`src/design/grbz_ram.sv`:
```
`timescale 1ns / 1ps
// grbz_ram: generic simple dual-port RAM, one write and one registered read.
// No dependencies.
module grbz_ram #(
	parameter int WIDTH = 8,
	parameter int DEPTH = 256,
	localparam int AW = (DEPTH > 1) ? $clog2(DEPTH) : 1
) (
	input  logic             clk,
	input  logic             we,
	input  logic [AW-1:0]    waddr,
	input  logic [WIDTH-1:0] wdata,
	input  logic [AW-1:0]    raddr,
	output logic [WIDTH-1:0] rdata
);

	logic [WIDTH-1:0] mem [DEPTH];

	always_ff @(posedge clk) begin
		if (we) begin
			mem[waddr] <= wdata;
		end
		rdata <= mem[raddr];
	end

endmodule

```
`config.mk`:
```
export PLATFORM = sky130hd
export DESIGN_NAME = grbz_ram
export DESIGN_NICKNAME = d
export VERILOG_FILES = /design/src/design/grbz_ram.sv
export SDC_FILE = /design/constraint.sdc
export NUM_CORES = 2
export LEC_CHECK = 0
export ABC_AREA = 1
export BUFFER_PORTS_ARGS = -buffer_cell sky130_fd_sc_hd__buf_2
export CAP_MARGIN = 25
export CORE_MARGIN = 2
export CORE_UTILIZATION = 40
export CTS_BUF_LIST = sky130_fd_sc_hd__clkbuf_2
export DETAILED_ROUTE_END_ITERATION = 10
export PLACE_DENSITY_LB_ADDON = 0.05
export SLEW_MARGIN = 5
export SYNTH_ARGS = -nofsm -noshare
export SYNTH_HDL_FRONTEND = slang
export SYNTH_SLANG_ARGS = --single-unit
```
`constraint.sdc`:
```
create_clock -name clk -period 2.5 [get_ports clk]
set_input_delay 0.125 -clock clk [delete_from_list [all_inputs] [get_ports clk]]
set_output_delay 0.125 -clock clk [all_outputs]
set_load 0.01 [all_outputs]
```
After elaboration in Yosys (flattened, before gate mapping) --
Memories as Yosys holds them, arrays and structs flattened. A register that Yosys moved wholly into a read port is not among the register bits. Index checks and enable logic that the tools add are counted. W data, S select, Z words.
Operators by class: add/sub/neg operators 0, multiply operators 0, divide/modulo/power cells 0, magnitude comparators 0, equality and inequality tests 0, shifts and indexed selects 0, muxes and demuxes 2, bitwise operators 0, reduce and logical (&&, ||, !) cells 0
Operators by type and width (count):
- $mux W1 | 2
Word-level totals: register bits 0, latch bits 0, memory bits (writable) 2048, bits in read-only memories 0, output and inout port bits 8, memories kept 1
Memories:
- mem | words 256, bits a word 8, rd ports 1, clocked after memory_dff 1, write ports 1, line 17 | logic [WIDTH-1:0] mem [DEPTH];

Depth between registers and ports, before layout --
depth after elaboration 2, depth in mapped cells 15, depth with buffers taken out 11

Worst setup path before layout --
Ideal clock, no wire load.
path kind input-to-reg, from input we, to memory mem[162][0] (enable), library setup time 0.370 ns, arrival 1.246 ns, data required time 2.130 ns, path slack 0.884 ns, stages 4, buffers on the path 2, cell sequence clkbuf_1 nand3_1 clkbuf_1 nor2_1
Between the ends: longest elaborated chain between the ends 2
RTL lines:
- from (decl) | line 10 | input logic we,
- $mux W1 | line 20 | if (we) begin
- $mux W1 (implied by the code) | line 21 | mem[waddr] <= wdata;
- to (decl) | line 17
No other way between the ends.

Worst setup path in the final report --
from register rdata[2], read port of mem, to output rdata[2]
RTL lines:
- from (decl) | line 14 | output logic [WIDTH-1:0] rdata
No word-level cell between the ends.

==> summary.md <==
The logs give 0.251 for the total global routing track utilization and 11 for the number of antenna violations at the first check in global routing. The overall die width works out to 461 microns. The logs give 11,000 for the final instance count without filler cells and 9,912 for the placed cell count. The top cell types in the final layout, fill and taps aside, are sky130_fd_sc_hd__nand2_1 (2,109), sky130_fd_sc_hd__edfxtp_1 (2,048), sky130_fd_sc_hd__nand3_1 (2,019), sky130_fd_sc_hd__clkbuf_2 (872), sky130_fd_sc_hd__buf_4 (450). For this run, the slowest stage of the critical path takes 0.38 ns.

Yosys printed 0 warnings. Routability-driven placement finished with a final weighted congestion of 0.825. The first global-routing pass estimated 390,000 microns of wire.

The area growth from synthesis to final layout was 15.9%; the die footprint was 212,000 sq um. For this run, design rule violations remaining after detail routing come to 0. The clock passes through at most 4 buffers. The run finished, with violations left. STA classifies the critical path startpoint as a flop. The initial DRC count is 5,506. The slowest stage of the critical path belongs to the cell sky130_fd_sc_hd__dfxtp_4. The worst setup path is captured at an output port. The logs give 2.39 ns for the critical path arrival and -0.0118 ns for the final total negative setup slack. The worst setup path is of the reg2out kind. Root buffer selected by CTS: sky130_fd_sc_hd__clkbuf_2. The later pin in the worst-skew pair is clocked with a latency of 1.88 ns. After the last flow step, the layout net total stands at 7,813.

For the worst setup path, the data required time is 2.38 ns. The starting density of the core came out at 0.403. The H-tree was split into 6 levels.

The highest fanout seen on the critical path was 1; the pin count of the biggest net entering global routing was 95. Setup repair after global routing could not meet its margin everywhere. The tools report the number of nets with antenna violations after routing as 0.

The setup slack after placement came out at -0.250 ns. For the setup-violating endpoint count in the final report, the log shows 1. The floorplan has 167 rows. The run gives 83,400 sq um as the area of the mapped netlist.

The CTS buffer count is 572. TritonCTS built the clock tree. The fraction of layout cells with a size suffix above 1 was 0.189. Synthesis produced a netlist whose cell count is 7,003.

The hold violation total from the final report came out at 0. The via count of the first global-routing pass came out at 57,200. The number of I/O port buffers came out at 33. The min-delay analysis places its worst path in the category in2reg.

Measured slew at the worst slew-check pin: 1.33 ns. Share of the yosys chip area belonging to registers: 0.739. The TritonCTS sink count came out at 2,056. Counting the fill cells in the layout gives 19,300. The detailed router placed 57,800 vias in this run.

The run gives 0.0356 uW as the leakage power. The time the worst path needs with I/O delays and setup is 2.51 ns. The register bit count reported by yosys was 2,056. The post-layout worst setup margin is -0.0118 ns, and the largest vdd supply drop is 0.516 mV. The clock-pin transition on the worst setup and hold timing paths is 0.10 ns, and the final wirelength is 266,000 microns. Across the run, the number of max-cap violations was 0. The vertical die dimension works out to 461 microns. Family of cells with the greatest summed delay on the critical path: flip-flops.

The setup clock skew after layout is 0.0926 ns. After detailed routing, the number of vias per cell comes to 5.27. The unique cell type count in the Yosys netlist is 14, and the wire length per cell is 24.3 microns.

The final reports fail on negative setup slack. Leading cell type in the layout, fill and taps excluded: sky130_fd_sc_hd__nand2_1. The signal on the critical path passes through buf_6.

Global routing finished with a remaining overflow of 0. The critical path buffer and inverter count works out to 1. The logs give 0 for the number of max-slew violations in the final report and 5 for the length of the first detailed-routing pass in iterations. The number of placed I/O pins was 34.

After legalization and detailed placement, the total HPWL measured 158,000 microns. Share of the clock period used by the worst path after layout: 1.00. The run gives 207,000 sq um as the area of the core. In this run the power density over the cells is 694 nW/um^2.

The relative slew slack was 0.110. The number of nets handed over by synthesis was 7,029. The maximum clock frequency is 398 MHz, and the average cell area after synthesis is 11.9 sq um.
## layout make-up
class	instances	area, sq um	share of cell area
inverters	39	180	0.00186
flip-flops and latches	2056	61700	0.638
clock buffers	872	4360	0.0452
diodes	19	47.5	0.000492
multi-input cells	4425	19200	0.198
clock inverters	78	544	0.00563
well taps	2788	3490	0.0361
repair buffers	693	7170	0.0742
## timing repair
action / 4_1_cts / 5_1_grt
hold buffers: 91 / 3
gates resized for setup: 23 / 0
cloned: 0 / 0
setup buffers: 0 / 0
hold endpoints to repair: 4104 / 738
setup endpoints to repair: 8 / 272
## layer usage
metal  routed length, microns  global-route usage
met5                       17                   0
met4                     7040              0.0836
met3                    16900              0.0439
met2                   125000               0.397
met1                   117000               0.350
## final timing paths
kind | from | end | slack (ns) | depth (start not counted)
setup / recovery | rdata[2] | rdata[2] | -0.01 | 1
hold reg to reg | mem[210][7] | rdata[7] | 1.02 | 10
hold / removal | raddr[6] | rdata[2] | 0.23 | 7
setup reg to reg | mem[186][4] | rdata[4] | 0.33 | 11
## worst min-delay path, delay by kind of cell
family	cells	cell delay [ns]
buffers and inverters	3	1.54
AND/OR/NAND/NOR	4	0.41
## sequential cells by signal, summed over array words and instances, names as in the netlist
name,flops
mem,2048
rdata,8
## metrics by stage
step | utilization | cell area, sq um | hold slack, ns | power, uW
floorplan | - | 83400 | 0.224 | 41100
detailed placement | 0.438 | 90600 | 0.519 | 43800
CTS | 0.467 | 96600 | 0.0305 | 67900
global placement | 0.438 | 90600 | 0.514 | 43800
finish | 0.467 | 96700 | 0.225 | 67100
global route | 0.467 | 96600 | 0.0401 | 70000
## Yosys cell counts
cell / n / area (sq um)
sky130_fd_sc_hd__nand2_1: 2123 / 7970
sky130_fd_sc_hd__edfxtp_1: 2048 / 61500
sky130_fd_sc_hd__nand3_1: 2019 / 10100
sky130_fd_sc_hd__nor2_1: 283 / 1060
sky130_fd_sc_hd__buf_2: 268 / 1340
sky130_fd_sc_hd__clkbuf_1: 112 / 420
sky130_fd_sc_hd__buf_4: 46 / 345
sky130_fd_sc_hd__buf_1: 40 / 150
sky130_fd_sc_hd__inv_1: 36 / 135
sky130_fd_sc_hd__buf_6: 16 / 180
sky130_fd_sc_hd__dfxtp_1: 8 / 160
sky130_fd_sc_hd__inv_2: 2 / 7.51
sky130_fd_sc_hd__buf_8: 1 / 15.0
sky130_fd_sc_hd__inv_4: 1 / 6.26
## power by group
group          total, uW  switching [uW]  internal [uW]
clock              24000           14000          10000
sequential         38000            46.8          37900
combinational       5130            3610           1520
## logic make-up after synthesis
group / after synthesis / share of synthesized area
buffers and inverters: 522 / 0.0312
flip-flops: 2056 / 0.739
AND/OR/NAND/NOR: 4425 / 0.229
(Power assumes the default switching activity.)
