$ cat src/design/grbz_pkg.sv
`timescale 1ns / 1ps
// grbz_pkg: constants, command codes, descriptor and memory request types
// shared by the glyph row blitter files other than grbz_ram. No dependencies.
package grbz_pkg;

	localparam int FRAME_WIDTH  = 1024;
	localparam int FRAME_HEIGHT = 512;
	localparam int TEXT_WIDTH   = 1024;
	localparam int TEXT_HEIGHT  = 16;
	localparam int GLYPH_WIDTH  = 8;
	localparam int GLYPH_HEIGHT = 8;

	localparam int CMD_W    = 2;
	localparam int BITS_W   = 8;
	localparam int ROW_W    = 3;
	localparam int ORG_W    = 12;
	localparam int RCOL_W   = 10;
	localparam int RROW_W   = 9;
	localparam int DATA_W   = 8;
	localparam int CLIP_W   = 8;
	localparam int ZOOM_W   = 3;
	localparam int ZCNT_W   = 2;
	localparam int KIND_W   = 2;

	localparam logic [CMD_W-1:0] CMD_DRAW  = 2'd0;
	localparam logic [CMD_W-1:0] CMD_READ  = 2'd1;
	localparam logic [CMD_W-1:0] CMD_CLEAR = 2'd2;

	localparam logic TGT_FRAME   = 1'b0;
	localparam logic TGT_TEXT    = 1'b1;
	localparam logic MODE_BYTE   = 1'b0;
	localparam logic MODE_NIBBLE = 1'b1;

	localparam int CFG_IDX_W  = 3;
	localparam int CFG_DATA_W = 8;
	localparam logic [CFG_IDX_W-1:0] CFG_PIXEL_MODE = 3'd0;
	localparam logic [CFG_IDX_W-1:0] CFG_FG_COLOR   = 3'd1;
	localparam logic [CFG_IDX_W-1:0] CFG_BG_COLOR   = 3'd2;
	localparam logic [CFG_IDX_W-1:0] CFG_ZOOM_X     = 3'd3;
	localparam logic [CFG_IDX_W-1:0] CFG_ZOOM_Y     = 3'd4;

	localparam logic [KIND_W-1:0] KIND_NOP   = 2'd0;
	localparam logic [KIND_W-1:0] KIND_DRAW  = 2'd1;
	localparam logic [KIND_W-1:0] KIND_READ  = 2'd2;
	localparam logic [KIND_W-1:0] KIND_CLEAR = 2'd3;

	localparam logic [ZOOM_W-1:0] ZOOM_MIN = 3'd1;
	localparam logic [ZOOM_W-1:0] ZOOM_MAX = 3'd4;

	localparam logic [DATA_W-1:0] NIB_HI = 8'hf0;
	localparam logic [DATA_W-1:0] NIB_LO = 8'h0f;

	localparam int FRAME_DEPTH = FRAME_WIDTH * FRAME_HEIGHT;
	localparam int TEXT_DEPTH  = TEXT_WIDTH * TEXT_HEIGHT;
	localparam int FRAME_AW    = (FRAME_DEPTH > 1) ? $clog2(FRAME_DEPTH) : 1;
	localparam int TEXT_AW     = (TEXT_DEPTH > 1) ? $clog2(TEXT_DEPTH) : 1;
	localparam int AW          = (FRAME_AW > TEXT_AW) ? FRAME_AW : TEXT_AW;

	localparam int MAX_WID = (FRAME_WIDTH > TEXT_WIDTH) ? FRAME_WIDTH : TEXT_WIDTH;
	localparam int MAX_HGT = (FRAME_HEIGHT > TEXT_HEIGHT) ? FRAME_HEIGHT : TEXT_HEIGHT;
	localparam int MAX_DIM = (MAX_WID > MAX_HGT) ? MAX_WID : MAX_HGT;
	localparam int DIM_W   = $clog2(MAX_DIM + 1);

	// signed pixel coordinate: origin plus at most 4*GLYPH_WIDTH
	localparam int CRD_W   = ORG_W + 1;
	localparam int ROW_AW  = CRD_W + DIM_W + 1;
	localparam int BIT_CW  = (GLYPH_WIDTH > 1) ? $clog2(GLYPH_WIDTH) : 1;
	localparam int ZXG_W   = $clog2(4 * GLYPH_WIDTH + 1);
	localparam int RPROD_W = RROW_W + DIM_W + 1;

	localparam int QDEPTH = 2;
	localparam int QPTR_W = (QDEPTH > 1) ? $clog2(QDEPTH) : 1;

	typedef struct packed {
		logic [KIND_W-1:0]      kind;
		logic                   target;
		logic                   mode;
		logic [DATA_W-1:0]      fg;
		logic [DATA_W-1:0]      bg;
		logic [GLYPH_WIDTH-1:0] bits;
		logic [ZOOM_W-1:0]      zx;
		logic [ZOOM_W-1:0]      zy;
		logic [CRD_W-1:0]       x0;
		logic [CRD_W-1:0]       y0;
		logic                   rd_ok;
		logic [AW-1:0]          rd_addr;
	} desc_t;

	typedef struct packed {
		logic              we_frame;
		logic              we_text;
		logic [AW-1:0]     waddr;
		logic [DATA_W-1:0] wdata;
		logic [AW-1:0]     raddr;
	} mem_req_t;

	function automatic logic [DIM_W-1:0] tgt_width(input logic t);
		return (t == TGT_TEXT) ? DIM_W'(TEXT_WIDTH) : DIM_W'(FRAME_WIDTH);
	endfunction

	function automatic logic [DIM_W-1:0] tgt_height(input logic t);
		return (t == TGT_TEXT) ? DIM_W'(TEXT_HEIGHT) : DIM_W'(FRAME_HEIGHT);
	endfunction

endpackage

$ cat src/design/grbz_queue.sv
`timescale 1ns / 1ps
// grbz_queue: short descriptor queue between front and back.
// Depends on grbz_pkg.
module grbz_queue (
	input  logic            clk,
	input  logic            arst_n,
	input  logic            wr,
	input  grbz_pkg::desc_t wdesc,
	output logic            full,
	input  logic            rd,
	output grbz_pkg::desc_t rdesc,
	output logic            nempty
);

	grbz_pkg::desc_t                mem_q [grbz_pkg::QDEPTH];
	logic [grbz_pkg::QPTR_W-1:0]    wr_ptr_q;
	logic [grbz_pkg::QPTR_W-1:0]    rd_ptr_q;
	logic [grbz_pkg::QPTR_W:0]      cnt_q;

	function automatic logic [grbz_pkg::QPTR_W-1:0] ptr_inc(
		input logic [grbz_pkg::QPTR_W-1:0] p
	);
		return (p == grbz_pkg::QPTR_W'(grbz_pkg::QDEPTH - 1)) ? '0 : p + 1'b1;
	endfunction

	assign full   = (cnt_q == (grbz_pkg::QPTR_W + 1)'(grbz_pkg::QDEPTH));
	assign nempty = (cnt_q != '0);
	assign rdesc  = mem_q[rd_ptr_q];

	always_ff @(posedge clk) begin
		if (wr) begin
			mem_q[wr_ptr_q] <= wdesc;
		end
	end

	always_ff @(posedge clk or negedge arst_n) begin
		if (!arst_n) begin
			wr_ptr_q <= '0;
			rd_ptr_q <= '0;
			cnt_q    <= '0;
		end else begin
			if (wr) begin
				wr_ptr_q <= ptr_inc(wr_ptr_q);
			end
			if (rd) begin
				rd_ptr_q <= ptr_inc(rd_ptr_q);
			end
			case ({wr, rd})
				2'b10:   cnt_q <= cnt_q + 1'b1;
				2'b01:   cnt_q <= cnt_q - 1'b1;
				default: cnt_q <= cnt_q;
			endcase
		end
	end

endmodule

$ cat config.mk
export PLATFORM = sky130hd
export DESIGN_NAME = grbz_queue
export DESIGN_NICKNAME = d
export VERILOG_FILES = /design/src/design/grbz_pkg.sv /design/src/design/grbz_queue.sv
export SDC_FILE = /design/constraint.sdc
export NUM_CORES = 1
export LEC_CHECK = 0
export BUFFER_PORTS_ARGS = -buffer_cell sky130_fd_sc_hd__buf_4
export CELL_PAD_IN_SITES_DETAIL_PLACEMENT = 1
export CELL_PAD_IN_SITES_GLOBAL_PLACEMENT = 1
export CORE_UTILIZATION = 40
export CTS_BUF_LIST = sky130_fd_sc_hd__clkbuf_2 sky130_fd_sc_hd__clkbuf_4 sky130_fd_sc_hd__clkbuf_8
export CTS_CLUSTER_DIAMETER = 200
export DETAILED_ROUTE_END_ITERATION = 8
export PLACE_DENSITY_LB_ADDON = 0.1
export SYNTH_ARGS = -nofsm -noshare
export SYNTH_HDL_FRONTEND = slang
export SYNTH_SLANG_ARGS = --single-unit
$ cat constraint.sdc
create_clock -name clk -period 4.11 [get_ports clk]
set_input_delay 0.411 -clock clk [delete_from_list [all_inputs] [get_ports clk]]
set_output_delay 0.411 -clock clk [all_outputs]
set_load 0.05 [all_outputs]
After elaboration in Yosys (flattened, before gate mapping)
Memories as Yosys holds them, arrays and structs flattened. Cells that the tools add are included.

Register bits: 4. RAM bits: 160. Memories kept: 1.

Add/subtract/negate cells: 4. Equal/unequal tests: 3. Muxes and demuxes: 5. Reductions and logical operators: 2.

Memories: mem_q (words 2, bits a word 80, rd ports 1, clocked after Yosys merged registers in 0, wr ports 1, line grbz_queue.sv:15) `grbz_pkg::desc_t mem_q [grbz_pkg::QDEPTH];`.

Operator list (count): equality test 2 bit, second input constant (2); two-way mux 1 bit (4); one-hot mux 2 bit (2 select lines) (1); nonzero test 2 bit (2); adder 1 bit, second input constant (2); adder 2 x 1 -> 2 bit, second input constant (1); equality test 2 x 1 -> 1 bit, second input constant (1); subtractor 2 x 1 -> 2 bit, second input constant (1).

Depth between registers and ports, before layout
Depth in word-level cells: 2. Mapped depth: 5. Gate-level depth less buffers: 5.

Worst setup path after synthesis
No wires, ideal clock.

Path kind: input to register. Start point: input port wr. End point: memory mem_q[0][0] (netlist name), enable pin. Arrival: 3823 ps. Data required time: 3589 ps. Setup slack: -234 ps. Stages on the path: 2. Buffers on the path: 0. Cell sequence: inv_1 -> nor2_1.

Longest elaborated chain between the ends: 2.

Ends and longest elaborated chain: from (decl) (line grbz_queue.sv:7) `input logic wr,`; two-way mux 1 bit (line grbz_queue.sv:31) `if (wr) begin`; two-way mux 1 bit (implied by the code) (line grbz_queue.sv:32) `mem_q[wr_ptr_q] <= wdesc;`; to (decl) (line grbz_queue.sv:15).

No other way between the ends.

==> metrics.csv <==
metric;value;unit
wl_per_cell;17.3;um
cp_top_family;flip-flops;
port_buffers;165;
die_w;128;um
min_path_type;primary input to flip-flop;
cts_resized;0;
synth-edff-count;160;
worst_slack;1.35;ns
hold_viol;0;
antenna_found_initial;0;
dieHeight;128;um
grt_max_degree;81;
hold_buffers;1;
antenna_left;0;
syn-cell-area;6360;sq um
post-route-period-util;0.671;
setup_viol;0;
route.detailed.drc;0;
path_max_fanout;43;
nNetsFinal;529;
leakage;0.00325;uW
endpoint_kind;primary output;
vdd_drop_max;0.438;mV
yosysSeqAreaShare;0.771;
drt_iter0_drc;149;
dp_hpwl;7.44;mm
synth_fp_nets;350;
clk_path_buf_depth;2;
vias;3009;
final-max-slew-violation-count;0;
yosysMostFrequentCell;edfxtp_1;
critPathKind;flip-flop to primary output;
initial_core_util;0.414;
syn_area_per_cell;24.0;sq um
slowest_delay;0.93;ns
tritoncts;built;
start_kind;flip-flop;
slowest_stage;dfrtp_4;
place_congestion;0.663;
vias_per_cell;4.52;
area.sequential;4910;sq um
grt_setup_unrepaired;no;
ys_types;14;
fmax;363;MHz
synth.top_cell.area_share;0.755;
power_density;786;nW/um^2
synth-seq-cells;164;
grt_pass1_wl;17.1;mm
worstMarginPinSlew;1.12;ns
status;finished clean;
utilization;0.528;
rows;45;
yosys_warnings;0;
clk_latency;0.44;ns
fillers;1436;
cts-root-buf;clkbuf_8;
multiInputGateArea;1290;sq um
synthTopCellsByCount;160 x edfxtp_1, 79 x mux2_4, 8 x buf_12;
antennaDiodeCount;0;
drive_above_1_share;0.609;
worst-path-buf-inv;2;
hold-worst-slack;0.153;ns
post-place-ws;1.79;ns
drt-pass1-iter-count;4;
die_area;16400;sq um
fin_cells;666;
rrSetupSlack;2.30;ns
crit_chain;buf_12 > mux2_4 > buf_4;
slew_headroom;0.253;
post_cts_buffers;0;
placed_cells;635;
cp.required;3.70;ns
htree_levels;4;
crit_arrival;2.35;ns
numCtsBuffers;17;
grt_pass1_vias;3121;
synthTopCellsByArea;edfxtp_1 76%, mux2_4 19%, buf_12 2.5%, dfrtp_1 1.6%, xor2_1 0.41%;
io_pins;166;
finClkSkew;0.0124;ns
core;15400;sq um
synthToLayoutAreaGrowth;27.6;%
synth_ff_type;edfxtp_1;
cts_num_sinks;164;
cap_violations;0;
netlist_instances;265;
async_reset_ff_frac;0.0244;
fin_tns_setup;0;ns
synth_area_leader_cell;edfxtp_1;
track_usage;0.146;
min_period;2.76;ns
wirelength;11.5;mm
clk_pin_slew;0.08;ns
overflow;0;
[final timing paths]
check | from | to | cells after the start
worst max-delay path | rd_ptr_q | rdesc[17] | 3
worst min-delay path | wdesc[54] | mem_q[1][54] | 1
worst max register to register | wr_ptr_q | mem_q[0][38] | 2
worst min register to register | cnt_q[1] | cnt_q[1] | 1
max in group asynchronous | arst_n | rd_ptr_q | 2
min in group asynchronous | arst_n | wr_ptr_q | 2
[logic make-up after synthesis]
group	Yosys count	synth area share
adder cells (fa/ha/maj)	1	0.00197
multiplexers	80	0.188
flip-flops	164	0.771
XOR/XNOR	5	0.00689
buffers and inverters	10	0.0275
AND/OR/NAND/NOR	5	0.00413
[final cells by class]
| cell class | instances | area share |
|---|---|---|
| clock inverter | 9 | 0.0109 |
| clock buffer | 21 | 0.0325 |
| multi-input combinational | 91 | 0.159 |
| inverter | 1 | 0.000463 |
| tap | 211 | 0.0325 |
| timing repair buffer | 169 | 0.160 |
| sequential | 164 | 0.605 |
[worst register-to-register path: cells and delay by family, from the launching register on]
| family | cells | cell delay (ns) |
|---|---|---|
| buffers and inverters | 1 | 0.43 |
| AND/OR/NAND/NOR | 1 | 0.61 |
| flip-flops | 1 | 0.44 |
[placed cells by master (no fill, tap or decap), drive strengths merged]
| cell type | Yosys | layout |
|---|---|---|
| dfrtp | 4 | 4 |
| clkinv | 0 | 7 |
| edfxtp | 160 | 160 |
| inv | 1 | 1 |
| xor2 | 3 | 3 |
| or2 | 1 | 1 |
| nor2b | 1 | 1 |
| bufinv | 0 | 2 |
| dlygate4sd3 | 0 | 1 |
| mux2 | 80 | 80 |
| clkbuf | 0 | 21 |
| ha | 1 | 1 |
| buf | 9 | 168 |
| xnor2 | 2 | 2 |
| nor2 | 2 | 2 |
| and2 | 1 | 1 |
[sequential cells by signal (all words and copies together) (netlist names)]
register / count
rd_ptr_q: 1
wr_ptr_q: 1
mem_q: 160
cnt_q: 2
[stage by stage]
step	instance area, sq um	power, uW
finish	8120	6380
detailed placement	7750	5390
floorplan	6360	4760
CTS	8120	6460
global route	8120	6630
global placement	7750	5360
[power breakdown]
group	internal (uW)	switching [uW]	total, uW
sequential	2220	196	2420
combinational	1100	1790	2890
clock	547	525	1070
[layer usage]
| layer | routed length, um | up-vias | track usage |
|---|---|---|---|
| met2 | 5680 | 99 | 0.234 |
| met5 | 0 | - | 0 |
| li1 | - | 1400 | - |
| met3 | 829 | 15 | 0.0547 |
| met1 | 4810 | 1495 | 0.177 |
| met4 | 180 | 0 | 0.0623 |
(Power assumes the default switching activity.)
