<file path="config.mk">
export PLATFORM = sky130hd
export DESIGN_NAME = grbz_front
export DESIGN_NICKNAME = d
export VERILOG_FILES = /design/src/design/grbz_pkg.sv /design/src/design/grbz_front.sv
export SDC_FILE = /design/constraint.sdc
export NUM_CORES = 1
export LEC_CHECK = 0
export ABC_AREA = 1
export BUFFER_PORTS_ARGS = -buffer_cell sky130_fd_sc_hd__buf_2
export CORE_MARGIN = 5
export CORE_UTILIZATION = 39
export CTS_CLUSTER_DIAMETER = 100
export CTS_CLUSTER_SIZE = 30
export DETAILED_ROUTE_END_ITERATION = 8
export PLACE_DENSITY = 0.79
export RECOVER_POWER = 25
export SLEW_MARGIN = 30
export SYNTH_ARGS = -nofsm -noshare
export SYNTH_HDL_FRONTEND = slang
export SYNTH_SLANG_ARGS = --single-unit
export TNS_END_PERCENT = 30
</file>
<file path="constraint.sdc">
create_clock -name clk -period 3.6 [get_ports clk]
set_clock_uncertainty 0.1 [all_clocks]
set_input_delay 0.54 -clock clk [delete_from_list [all_inputs] [get_ports clk]]
set_output_delay 0.54 -clock clk [all_outputs]
set_load 0.02 [all_outputs]
</file>
<file path="src/design/grbz_pkg.sv">
`timescale 1ns / 1ps
// grbz_pkg: constants, command codes, descriptor and memory request types
// shared by the glyph row blitter files other than grbz_ram. No dependencies.
package grbz_pkg;

	localparam int FRAME_WIDTH  = 1024;
	localparam int FRAME_HEIGHT = 512;
	localparam int TEXT_WIDTH   = 1024;
	localparam int TEXT_HEIGHT  = 16;
	localparam int GLYPH_WIDTH  = 8;
	localparam int GLYPH_HEIGHT = 8;

	localparam int CMD_W    = 2;
	localparam int BITS_W   = 8;
	localparam int ROW_W    = 3;
	localparam int ORG_W    = 12;
	localparam int RCOL_W   = 10;
	localparam int RROW_W   = 9;
	localparam int DATA_W   = 8;
	localparam int CLIP_W   = 8;
	localparam int ZOOM_W   = 3;
	localparam int ZCNT_W   = 2;
	localparam int KIND_W   = 2;

	localparam logic [CMD_W-1:0] CMD_DRAW  = 2'd0;
	localparam logic [CMD_W-1:0] CMD_READ  = 2'd1;
	localparam logic [CMD_W-1:0] CMD_CLEAR = 2'd2;

	localparam logic TGT_FRAME   = 1'b0;
	localparam logic TGT_TEXT    = 1'b1;
	localparam logic MODE_BYTE   = 1'b0;
	localparam logic MODE_NIBBLE = 1'b1;

	localparam int CFG_IDX_W  = 3;
	localparam int CFG_DATA_W = 8;
	localparam logic [CFG_IDX_W-1:0] CFG_PIXEL_MODE = 3'd0;
	localparam logic [CFG_IDX_W-1:0] CFG_FG_COLOR   = 3'd1;
	localparam logic [CFG_IDX_W-1:0] CFG_BG_COLOR   = 3'd2;
	localparam logic [CFG_IDX_W-1:0] CFG_ZOOM_X     = 3'd3;
	localparam logic [CFG_IDX_W-1:0] CFG_ZOOM_Y     = 3'd4;

	localparam logic [KIND_W-1:0] KIND_NOP   = 2'd0;
	localparam logic [KIND_W-1:0] KIND_DRAW  = 2'd1;
	localparam logic [KIND_W-1:0] KIND_READ  = 2'd2;
	localparam logic [KIND_W-1:0] KIND_CLEAR = 2'd3;

	localparam logic [ZOOM_W-1:0] ZOOM_MIN = 3'd1;
	localparam logic [ZOOM_W-1:0] ZOOM_MAX = 3'd4;

	localparam logic [DATA_W-1:0] NIB_HI = 8'hf0;
	localparam logic [DATA_W-1:0] NIB_LO = 8'h0f;

	localparam int FRAME_DEPTH = FRAME_WIDTH * FRAME_HEIGHT;
	localparam int TEXT_DEPTH  = TEXT_WIDTH * TEXT_HEIGHT;
	localparam int FRAME_AW    = (FRAME_DEPTH > 1) ? $clog2(FRAME_DEPTH) : 1;
	localparam int TEXT_AW     = (TEXT_DEPTH > 1) ? $clog2(TEXT_DEPTH) : 1;
	localparam int AW          = (FRAME_AW > TEXT_AW) ? FRAME_AW : TEXT_AW;

	localparam int MAX_WID = (FRAME_WIDTH > TEXT_WIDTH) ? FRAME_WIDTH : TEXT_WIDTH;
	localparam int MAX_HGT = (FRAME_HEIGHT > TEXT_HEIGHT) ? FRAME_HEIGHT : TEXT_HEIGHT;
	localparam int MAX_DIM = (MAX_WID > MAX_HGT) ? MAX_WID : MAX_HGT;
	localparam int DIM_W   = $clog2(MAX_DIM + 1);

	// signed pixel coordinate: origin plus at most 4*GLYPH_WIDTH
	localparam int CRD_W   = ORG_W + 1;
	localparam int ROW_AW  = CRD_W + DIM_W + 1;
	localparam int BIT_CW  = (GLYPH_WIDTH > 1) ? $clog2(GLYPH_WIDTH) : 1;
	localparam int ZXG_W   = $clog2(4 * GLYPH_WIDTH + 1);
	localparam int RPROD_W = RROW_W + DIM_W + 1;

	localparam int QDEPTH = 2;
	localparam int QPTR_W = (QDEPTH > 1) ? $clog2(QDEPTH) : 1;

	typedef struct packed {
		logic [KIND_W-1:0]      kind;
		logic                   target;
		logic                   mode;
		logic [DATA_W-1:0]      fg;
		logic [DATA_W-1:0]      bg;
		logic [GLYPH_WIDTH-1:0] bits;
		logic [ZOOM_W-1:0]      zx;
		logic [ZOOM_W-1:0]      zy;
		logic [CRD_W-1:0]       x0;
		logic [CRD_W-1:0]       y0;
		logic                   rd_ok;
		logic [AW-1:0]          rd_addr;
	} desc_t;

	typedef struct packed {
		logic              we_frame;
		logic              we_text;
		logic [AW-1:0]     waddr;
		logic [DATA_W-1:0] wdata;
		logic [AW-1:0]     raddr;
	} mem_req_t;

	function automatic logic [DIM_W-1:0] tgt_width(input logic t);
		return (t == TGT_TEXT) ? DIM_W'(TEXT_WIDTH) : DIM_W'(FRAME_WIDTH);
	endfunction

	function automatic logic [DIM_W-1:0] tgt_height(input logic t);
		return (t == TGT_TEXT) ? DIM_W'(TEXT_HEIGHT) : DIM_W'(FRAME_HEIGHT);
	endfunction

endpackage

</file>
<file path="src/design/grbz_front.sv">
`timescale 1ns / 1ps
// grbz_front: configuration registers, input transfer and command classification.
// Depends on grbz_pkg.
module grbz_front (
	input  logic                                clk,
	input  logic                                arst_n,
	input  logic                                cfg_we,
	input  logic [grbz_pkg::CFG_IDX_W-1:0]      cfg_index,
	input  logic [grbz_pkg::CFG_DATA_W-1:0]     cfg_data,
	input  logic                                push,
	input  logic                                q_full,
	input  logic [grbz_pkg::CMD_W-1:0]          cmd,
	input  logic                                target,
	input  logic [grbz_pkg::BITS_W-1:0]         row_bits,
	input  logic [grbz_pkg::ROW_W-1:0]          row_index,
	input  logic signed [grbz_pkg::ORG_W-1:0]   org_x,
	input  logic signed [grbz_pkg::ORG_W-1:0]   org_y,
	input  logic [grbz_pkg::RCOL_W-1:0]         read_col,
	input  logic [grbz_pkg::RROW_W-1:0]         read_row,
	output logic                                q_wr,
	output grbz_pkg::desc_t                     q_desc
);

	logic                              pixel_mode_q;
	logic [grbz_pkg::DATA_W-1:0]       fg_color_q;
	logic [grbz_pkg::DATA_W-1:0]       bg_color_q;
	logic [grbz_pkg::ZOOM_W-1:0]       zoom_x_q;
	logic [grbz_pkg::ZOOM_W-1:0]       zoom_y_q;

	logic [grbz_pkg::ZOOM_W-1:0]       zx_c;
	logic [grbz_pkg::ZOOM_W-1:0]       zy_c;
	logic [grbz_pkg::ZXG_W-1:0]        zx_gw;
	logic [grbz_pkg::ZOOM_W+grbz_pkg::ROW_W-1:0] zy_row;
	logic [grbz_pkg::DIM_W-1:0]        w_sel;
	logic [grbz_pkg::DIM_W-1:0]        h_sel;
	logic [grbz_pkg::RPROD_W-1:0]      rd_prod;
	logic                              row_ok;

	always_ff @(posedge clk or negedge arst_n) begin
		if (!arst_n) begin
			pixel_mode_q <= 1'b0;
			fg_color_q   <= '0;
			bg_color_q   <= '0;
			zoom_x_q     <= grbz_pkg::ZOOM_MIN;
			zoom_y_q     <= grbz_pkg::ZOOM_MIN;
		end else if (cfg_we) begin
			case (cfg_index)
				grbz_pkg::CFG_PIXEL_MODE: pixel_mode_q <= cfg_data[0];
				grbz_pkg::CFG_FG_COLOR:   fg_color_q   <= cfg_data[grbz_pkg::DATA_W-1:0];
				grbz_pkg::CFG_BG_COLOR:   bg_color_q   <= cfg_data[grbz_pkg::DATA_W-1:0];
				grbz_pkg::CFG_ZOOM_X:     zoom_x_q     <= cfg_data[grbz_pkg::ZOOM_W-1:0];
				grbz_pkg::CFG_ZOOM_Y:     zoom_y_q     <= cfg_data[grbz_pkg::ZOOM_W-1:0];
				default: ;
			endcase
		end
	end

	function automatic logic [grbz_pkg::ZOOM_W-1:0] clamp_zoom(
		input logic [grbz_pkg::ZOOM_W-1:0] z
	);
		if (z == '0) begin
			return grbz_pkg::ZOOM_MIN;
		end else if (z > grbz_pkg::ZOOM_MAX) begin
			return grbz_pkg::ZOOM_MAX;
		end
		return z;
	endfunction

	assign zx_c   = clamp_zoom(zoom_x_q);
	assign zy_c   = clamp_zoom(zoom_y_q);
	assign zx_gw  = grbz_pkg::ZXG_W'(zx_c) * grbz_pkg::ZXG_W'(grbz_pkg::GLYPH_WIDTH);
	assign zy_row = zy_c * row_index;
	assign w_sel  = grbz_pkg::tgt_width(target);
	assign h_sel  = grbz_pkg::tgt_height(target);
	assign rd_prod = grbz_pkg::RPROD_W'(read_row) * grbz_pkg::RPROD_W'(w_sel);
	assign row_ok = (32'(row_index) < grbz_pkg::GLYPH_HEIGHT);

	assign q_wr = push && !q_full;

	always_comb begin
		q_desc = '0;
		case (cmd)
			grbz_pkg::CMD_DRAW:  q_desc.kind = row_ok ? grbz_pkg::KIND_DRAW
			                                          : grbz_pkg::KIND_NOP;
			grbz_pkg::CMD_READ:  q_desc.kind = grbz_pkg::KIND_READ;
			grbz_pkg::CMD_CLEAR: q_desc.kind = grbz_pkg::KIND_CLEAR;
			default:             q_desc.kind = grbz_pkg::KIND_NOP;
		endcase
		q_desc.target  = target;
		q_desc.mode    = pixel_mode_q;
		q_desc.fg      = fg_color_q;
		q_desc.bg      = bg_color_q;
		q_desc.bits    = row_bits[grbz_pkg::GLYPH_WIDTH-1:0];
		q_desc.zx      = zx_c;
		q_desc.zy      = zy_c;
		// rightmost pixel of bit 0 sits at org_x + zoom_x*GLYPH_WIDTH;
		// the sweep starts there and walks left
		q_desc.x0      = grbz_pkg::CRD_W'(org_x) + grbz_pkg::CRD_W'(zx_gw);
		q_desc.y0      = grbz_pkg::CRD_W'(org_y) + grbz_pkg::CRD_W'(zy_row);
		q_desc.rd_ok   = (read_col < w_sel) && (read_row < h_sel);
		q_desc.rd_addr = grbz_pkg::AW'(rd_prod + grbz_pkg::RPROD_W'(read_col));
	end

endmodule

</file>
# Word-level counts from Yosys, hierarchy flattened
# Cells that the tools add are included.
# classes
mul,1
n_div,0
n_reduce_logical,12
shifts,0
order_cmp,4
eq_ne,6
muxes,12
n_bitwise,0
addsub,3
# op_table
cell,n
$add A12 B7 Y13,2
$add A19 B10 Y19,1
$mux W3,6
$lt A10 B11 Y1 const B,1
$lt A9 B10 Y1,1
$mux W10,1
$reduce_and A2 Y1,5
$logic_not A3 Y1,3
$eq A3 B2 Y1 const B,2
$gt A3 B3 Y1 const B,2
$mul A3 B3 Y6,1
$pmux W2 S3,1
$mux W1,4
$eq A3 B1 Y1 const B,1
$eq A3 B3 Y1 const B,1
$eq A2 B1 Y1 const B,1
$eq A2 B2 Y1 const B,1
$logic_and A1 B1 Y1,2
$logic_not A2 Y1,1
$logic_not A1 Y1,1
# word_totals
word_cells,43
input_bits,73
register_bits,23
ramBits,0
out_inout_bits,81
memories,0
latchBits,0
romBits,0

# Depth between registers and ports, before layout
# depth
depth_word,6
depth_mapped,21
mapped_depth_nobuf,21

# Least setup slack after synthesis
# OpenSTA, ideal clock, no wires.
# synth_path
path_type,register to output
start,reg zoom_y_q[0] (netlist bit)
end,out q_desc[25] (netlist bit)
path_buffers,0
required_ps,2960
setup_slack_ps,-720
arrival_time_ps,3680
stages_incl_launch_ff,20
cell_sequence,dfstp_2 nor2_1 ha_1 nor2_1 inv_1 o21ai_0 inv_1 nand2_1 fa_1 inv_1 ha_1 fa_1 xor2_1 ha_1 nand2_1 inv_1 nand2_1 nand2_1 nor2_1 xor2_1
# synth_lines
item,line,source
from (decl),grbz_front.sv:28,logic [grbz_pkg::ZOOM_W-1:0] zoom_y_q;
from (signal assigned),grbz_front.sv:45,zoom_y_q <= grbz_pkg::ZOOM_MIN;
from (signal assigned),grbz_front.sv:52,grbz_pkg::CFG_ZOOM_Y: zoom_y_q <= cfg_data[grbz_pkg::ZOOM_W-1:0];
to (decl),grbz_front.sv:21,output grbz_pkg::desc_t q_desc

==> out/metrics.csv <==
stage,metric,value,unit
pwr,p_leak,1.845,nW
global_route,grt_max_degree,24,
clocking,root_buffer,clkbuf_8,
pwr,internal-power,0.9839,mW
route,wl,6352,um
finish,num-fill-cells,538,
worst_setup_path,path_cells,nor2_2 -> ha_1 -> nor2_2 -> inv_2 -> o21ai_2 -> inv_2 -> nand2_2 -> fa_1 -> inv_2 -> ha_4 -> fa_2 -> xor2_2 -> ha_4 -> nand2_2 -> nor2_2 -> nand2_1 -> nand3_1 -> nand2_1 -> nand2_1 -> buf_6,
worst_setup_path,crit_slowest_cell,dfstp_2,
logic_synthesis,ys.flop_type,dfrtp_1,
worst_setup_path,r2r_setup_slack,2.66,ns
worst_setup_path,reg2reg_depth,3,
placement,portBuffers,103,
logic_synthesis,synth_edf_count,0,
worst_setup_path,r2r_start,zoom_y_q[0]$_DFFE_PN1P_,
worst_setup_path,timing.rr.end,zoom_y_q[0]$_DFFE_PN1P_,
logic_synthesis,syn-num-nets,417,
route,ant_nets,0,
pwr,p_switching,0.7813,mW
timing,timing_max_transition_violations_final,0,
worst_setup_path,worstSetupPathType,reg -> out,
timing,fin_crit,4.373,ns
global_route,grt_pass1_wl,9791,um
clocking,clkSinkCount,23,
worst_setup_path,cp_top_family,adder cells,
floorplan,initial_utilization,39.37,%
global_route,grtUsageTotal,16.03,%
clocking,clk_pin_slew_worst_paths,0.08,ns
job,drv_cap,0,
clocking,cts_made_buffers,3,
worst_setup_path,cp-end-kind,primary output,
route,avgRoutedWirePerCell,12.73,um
timing,finalSetupViolCount,12,
finish,drive_gt1_share,47.41,%
worst_setup_path,crit_end,q_desc[27],
logic_synthesis,yosys.area.top_type,dfrtp_1,
timing,whs,0.3788,ns
clocking,cts_tree,yes,
logic_synthesis,yosysUniqueCellTypes,25,
global_route,grt_overflow,0,
clocking,htreeDepth,1,
worst_setup_path,start_kind,register,
worst_setup_path,required,2.96,ns
global_route,grt_pass1_vias,2285,
pwr,power_frac_clock,8.9,%
logic_synthesis,yosysMostFrequentCell,nand2_1,
run_status,violations,negative setup slack,
pwr,p_comb_share,71.9,%
floorplan,dieArea,7503,um^2
worst_setup_path,worst-path-buf-inv,4,
worst_setup_path,setup.worst_path.start,zoom_y_q[0]$_DFFE_PN1P_,
route,firstDrtPassIters,4,
worst_setup_path,cp.arrival,3.73,ns
logic_synthesis,syn_inst,321,
timing,fin_ws,-0.7729,ns
route,drtIter0Drc,84,
placement,hpwl,4660,um
logic_synthesis,synth_top_area_share,22.95,%
worst_setup_path,slowest_delay,0.54,ns
floorplan,fp-row-count,28,
global_route,antenna_found_initial,0,
route,via_count,2362,
finish,nets,521,
timing,setup_tns,-7.460,ns
timing,fin_crit_sh,121.5,%
timing,relSlewSlack,20.27,%
timing,max_freq,0.2287,GHz
placement,pre_cts_slack,-0.5357,ns
clocking,clk_path_buf_depth,2,
logic_synthesis,synth_warnings,0,
clocking,clock_latency,0.26,ns
pwr,seq_power_share,19.2,%
pwr,finalPower,1.765,mW
logic_synthesis,ys_ff_latch,23,
timing,tightest_slew,1.196,ns
timing,rsz0062_at_grt,yes,
finish,area_growth,39.51,%
floorplan,io_pins,154,
finish,diodes,0,
route,avgViaCountPerCell,4.733,
logic_synthesis,synth_area_leaders,"dfrtp_1, nand2_1, buf_4, ha_1, inv_1",
pwr,power.density,552.6,nW/um^2
route,route.detailed.drc,0,
run_status,outcome,"complete, but fails checks",
worst_setup_path,cp_max_fo,4,
pwr,switching_share,44.26,%
floorplan,coreArea,5816,um^2
min_path,hold_path_class,reg -> reg,
logic_synthesis,netlist_area,2290,um^2
logic_synthesis,synth_common_cells,"nand2_1, inv_1, buf_4, nor2_1",
logic_synthesis,syn_avg_cell_area,7.133,um^2
placement,gp_congestion,0.8449,
floorplan,die_x,86.62,um
timing,final_hold_viol_count,0,
pwr,max-vdd-ir-drop,299.4,uV
worst_setup_path,cp.depth,20,
logic_synthesis,async_flop_share,100.0,%
clocking,ctsHoldBuffers,0,
logic_synthesis,synth-seq-area-share,25.25,%
floorplan,die_h,86.62,um
[worst min-delay path, cell delays in order, from the launching register on]
cell,delay (ns)
dfrtp_1,0.34
nand2_1,0.06
o21ai_2,0.05
[cells in the final DEF, fill, tap and decap left out]
| cell type | instances |
|---|---|
| a21oi_2 | 1 |
| inv_2 | 6 |
| buf_6 | 20 |
| a21oi_1 | 5 |
| fa_1 | 3 |
| nor2_1 | 24 |
| xor2_1 | 4 |
| nor2_4 | 3 |
| o21ai_0 | 8 |
| ha_1 | 15 |
| nand3b_1 | 2 |
| ha_4 | 4 |
| o21bai_1 | 1 |
| a21oi_4 | 1 |
| nand3_1 | 17 |
| o21ai_2 | 17 |
| fa_2 | 1 |
| xnor2_2 | 1 |
| nor2_2 | 5 |
| nand4_1 | 1 |
| inv_1 | 47 |
| buf_2 | 90 |
| dfrtp_1 | 21 |
| nand3_2 | 4 |
| or2_4 | 1 |
| nor3_1 | 1 |
| clkbuf_1 | 3 |
| a31oi_1 | 2 |
| dfstp_2 | 2 |
| nand2_1 | 67 |
| nand3_4 | 1 |
| nand2_2 | 17 |
| buf_4 | 21 |
| xor2_2 | 3 |
| clkbuf_8 | 3 |
| xnor2_1 | 2 |
[worst min-delay path by stage]
stage,depth (start not counted),from,to,slack [ns]
after floorplan,0,arst_n,bg_color_q[0]$_DFFE_PN0P_,0.14
after global placement,2,fg_color_q[0]$_DFFE_PN0P_,fg_color_q[0]$_DFFE_PN0P_,0.36
after detailed placement,2,fg_color_q[3]$_DFFE_PN0P_,fg_color_q[3]$_DFFE_PN0P_,0.36
after CTS,1,arst_n,bg_color_q[6]$_DFFE_PN0P_,0.15
after global routing,2,bg_color_q[7]$_DFFE_PN0P_,bg_color_q[7]$_DFFE_PN0P_,0.41
final,2,fg_color_q[3]$_DFFE_PN0P_,fg_color_q[3]$_DFFE_PN0P_,0.38
[cells by family after synthesis]
kind of cell	synth area share, %
buf+inv	20.16
flops	25.25
simple gates	26.23
compound gates	10.66
fa+ha+maj	13.88
xor+xnor	3.825
[stage by stage]
step,instance area [um^2],cells,utilization [%]
6_report,3194,499,54.93
5_1_grt,3194,499,54.93
4_1_cts,3068,500,52.75
3_5_place_dp,2791,478,48.00
3_3_place_gp,2791,478,48.00
2_1_floorplan,2347,321,-
[layer usage]
metal,share of wire [%],GRT usage [%]
met4,2.5,6.657
met2,53,28.93
met1,38,18.69
met5,0,0
met3,6.9,2.567
[state kept, by name, indices dropped and copies added (netlist names)]
register,flops
bg_color_q,8
fg_color_q,8
pixel_mode_q,1
zoom_x_q,3
zoom_y_q,3
[final cells by class]
cell class / instances / area, um^2 / share of cell area [%]
repair buffers: 133 / 840.8 / 26.32
inverters: 53 / 198.9 / 6.228
multi-input cells: 211 / 1438 / 45.01
well taps: 75 / 93.84 / 2.938
flip-flops and latches: 23 / 578.1 / 18.10
clock buffers: 4 / 45.04 / 1.410
[power by group through the flow]
stage	combinational [mW]	clock (mW)	sequential (mW)
final	1.27	0.157	0.339
after global routing	1.35	0.181	0.346
after CTS	1.12	0.165	0.338
after floorplan	0.589	0	0.384
after detailed placement	0.903	0	0.342
after global placement	0.876	0	0.341
[what timing repair did]
item                                    in CTS  in global routing
setup buffers                               18                  0
endpoints found under the setup margin      11                 13
gates resized for setup                     29                 37
endpoints found under the hold margin        0                  0
pin swaps                                   13                 19
No activity file was read; power rests on OpenSTA's default activity.
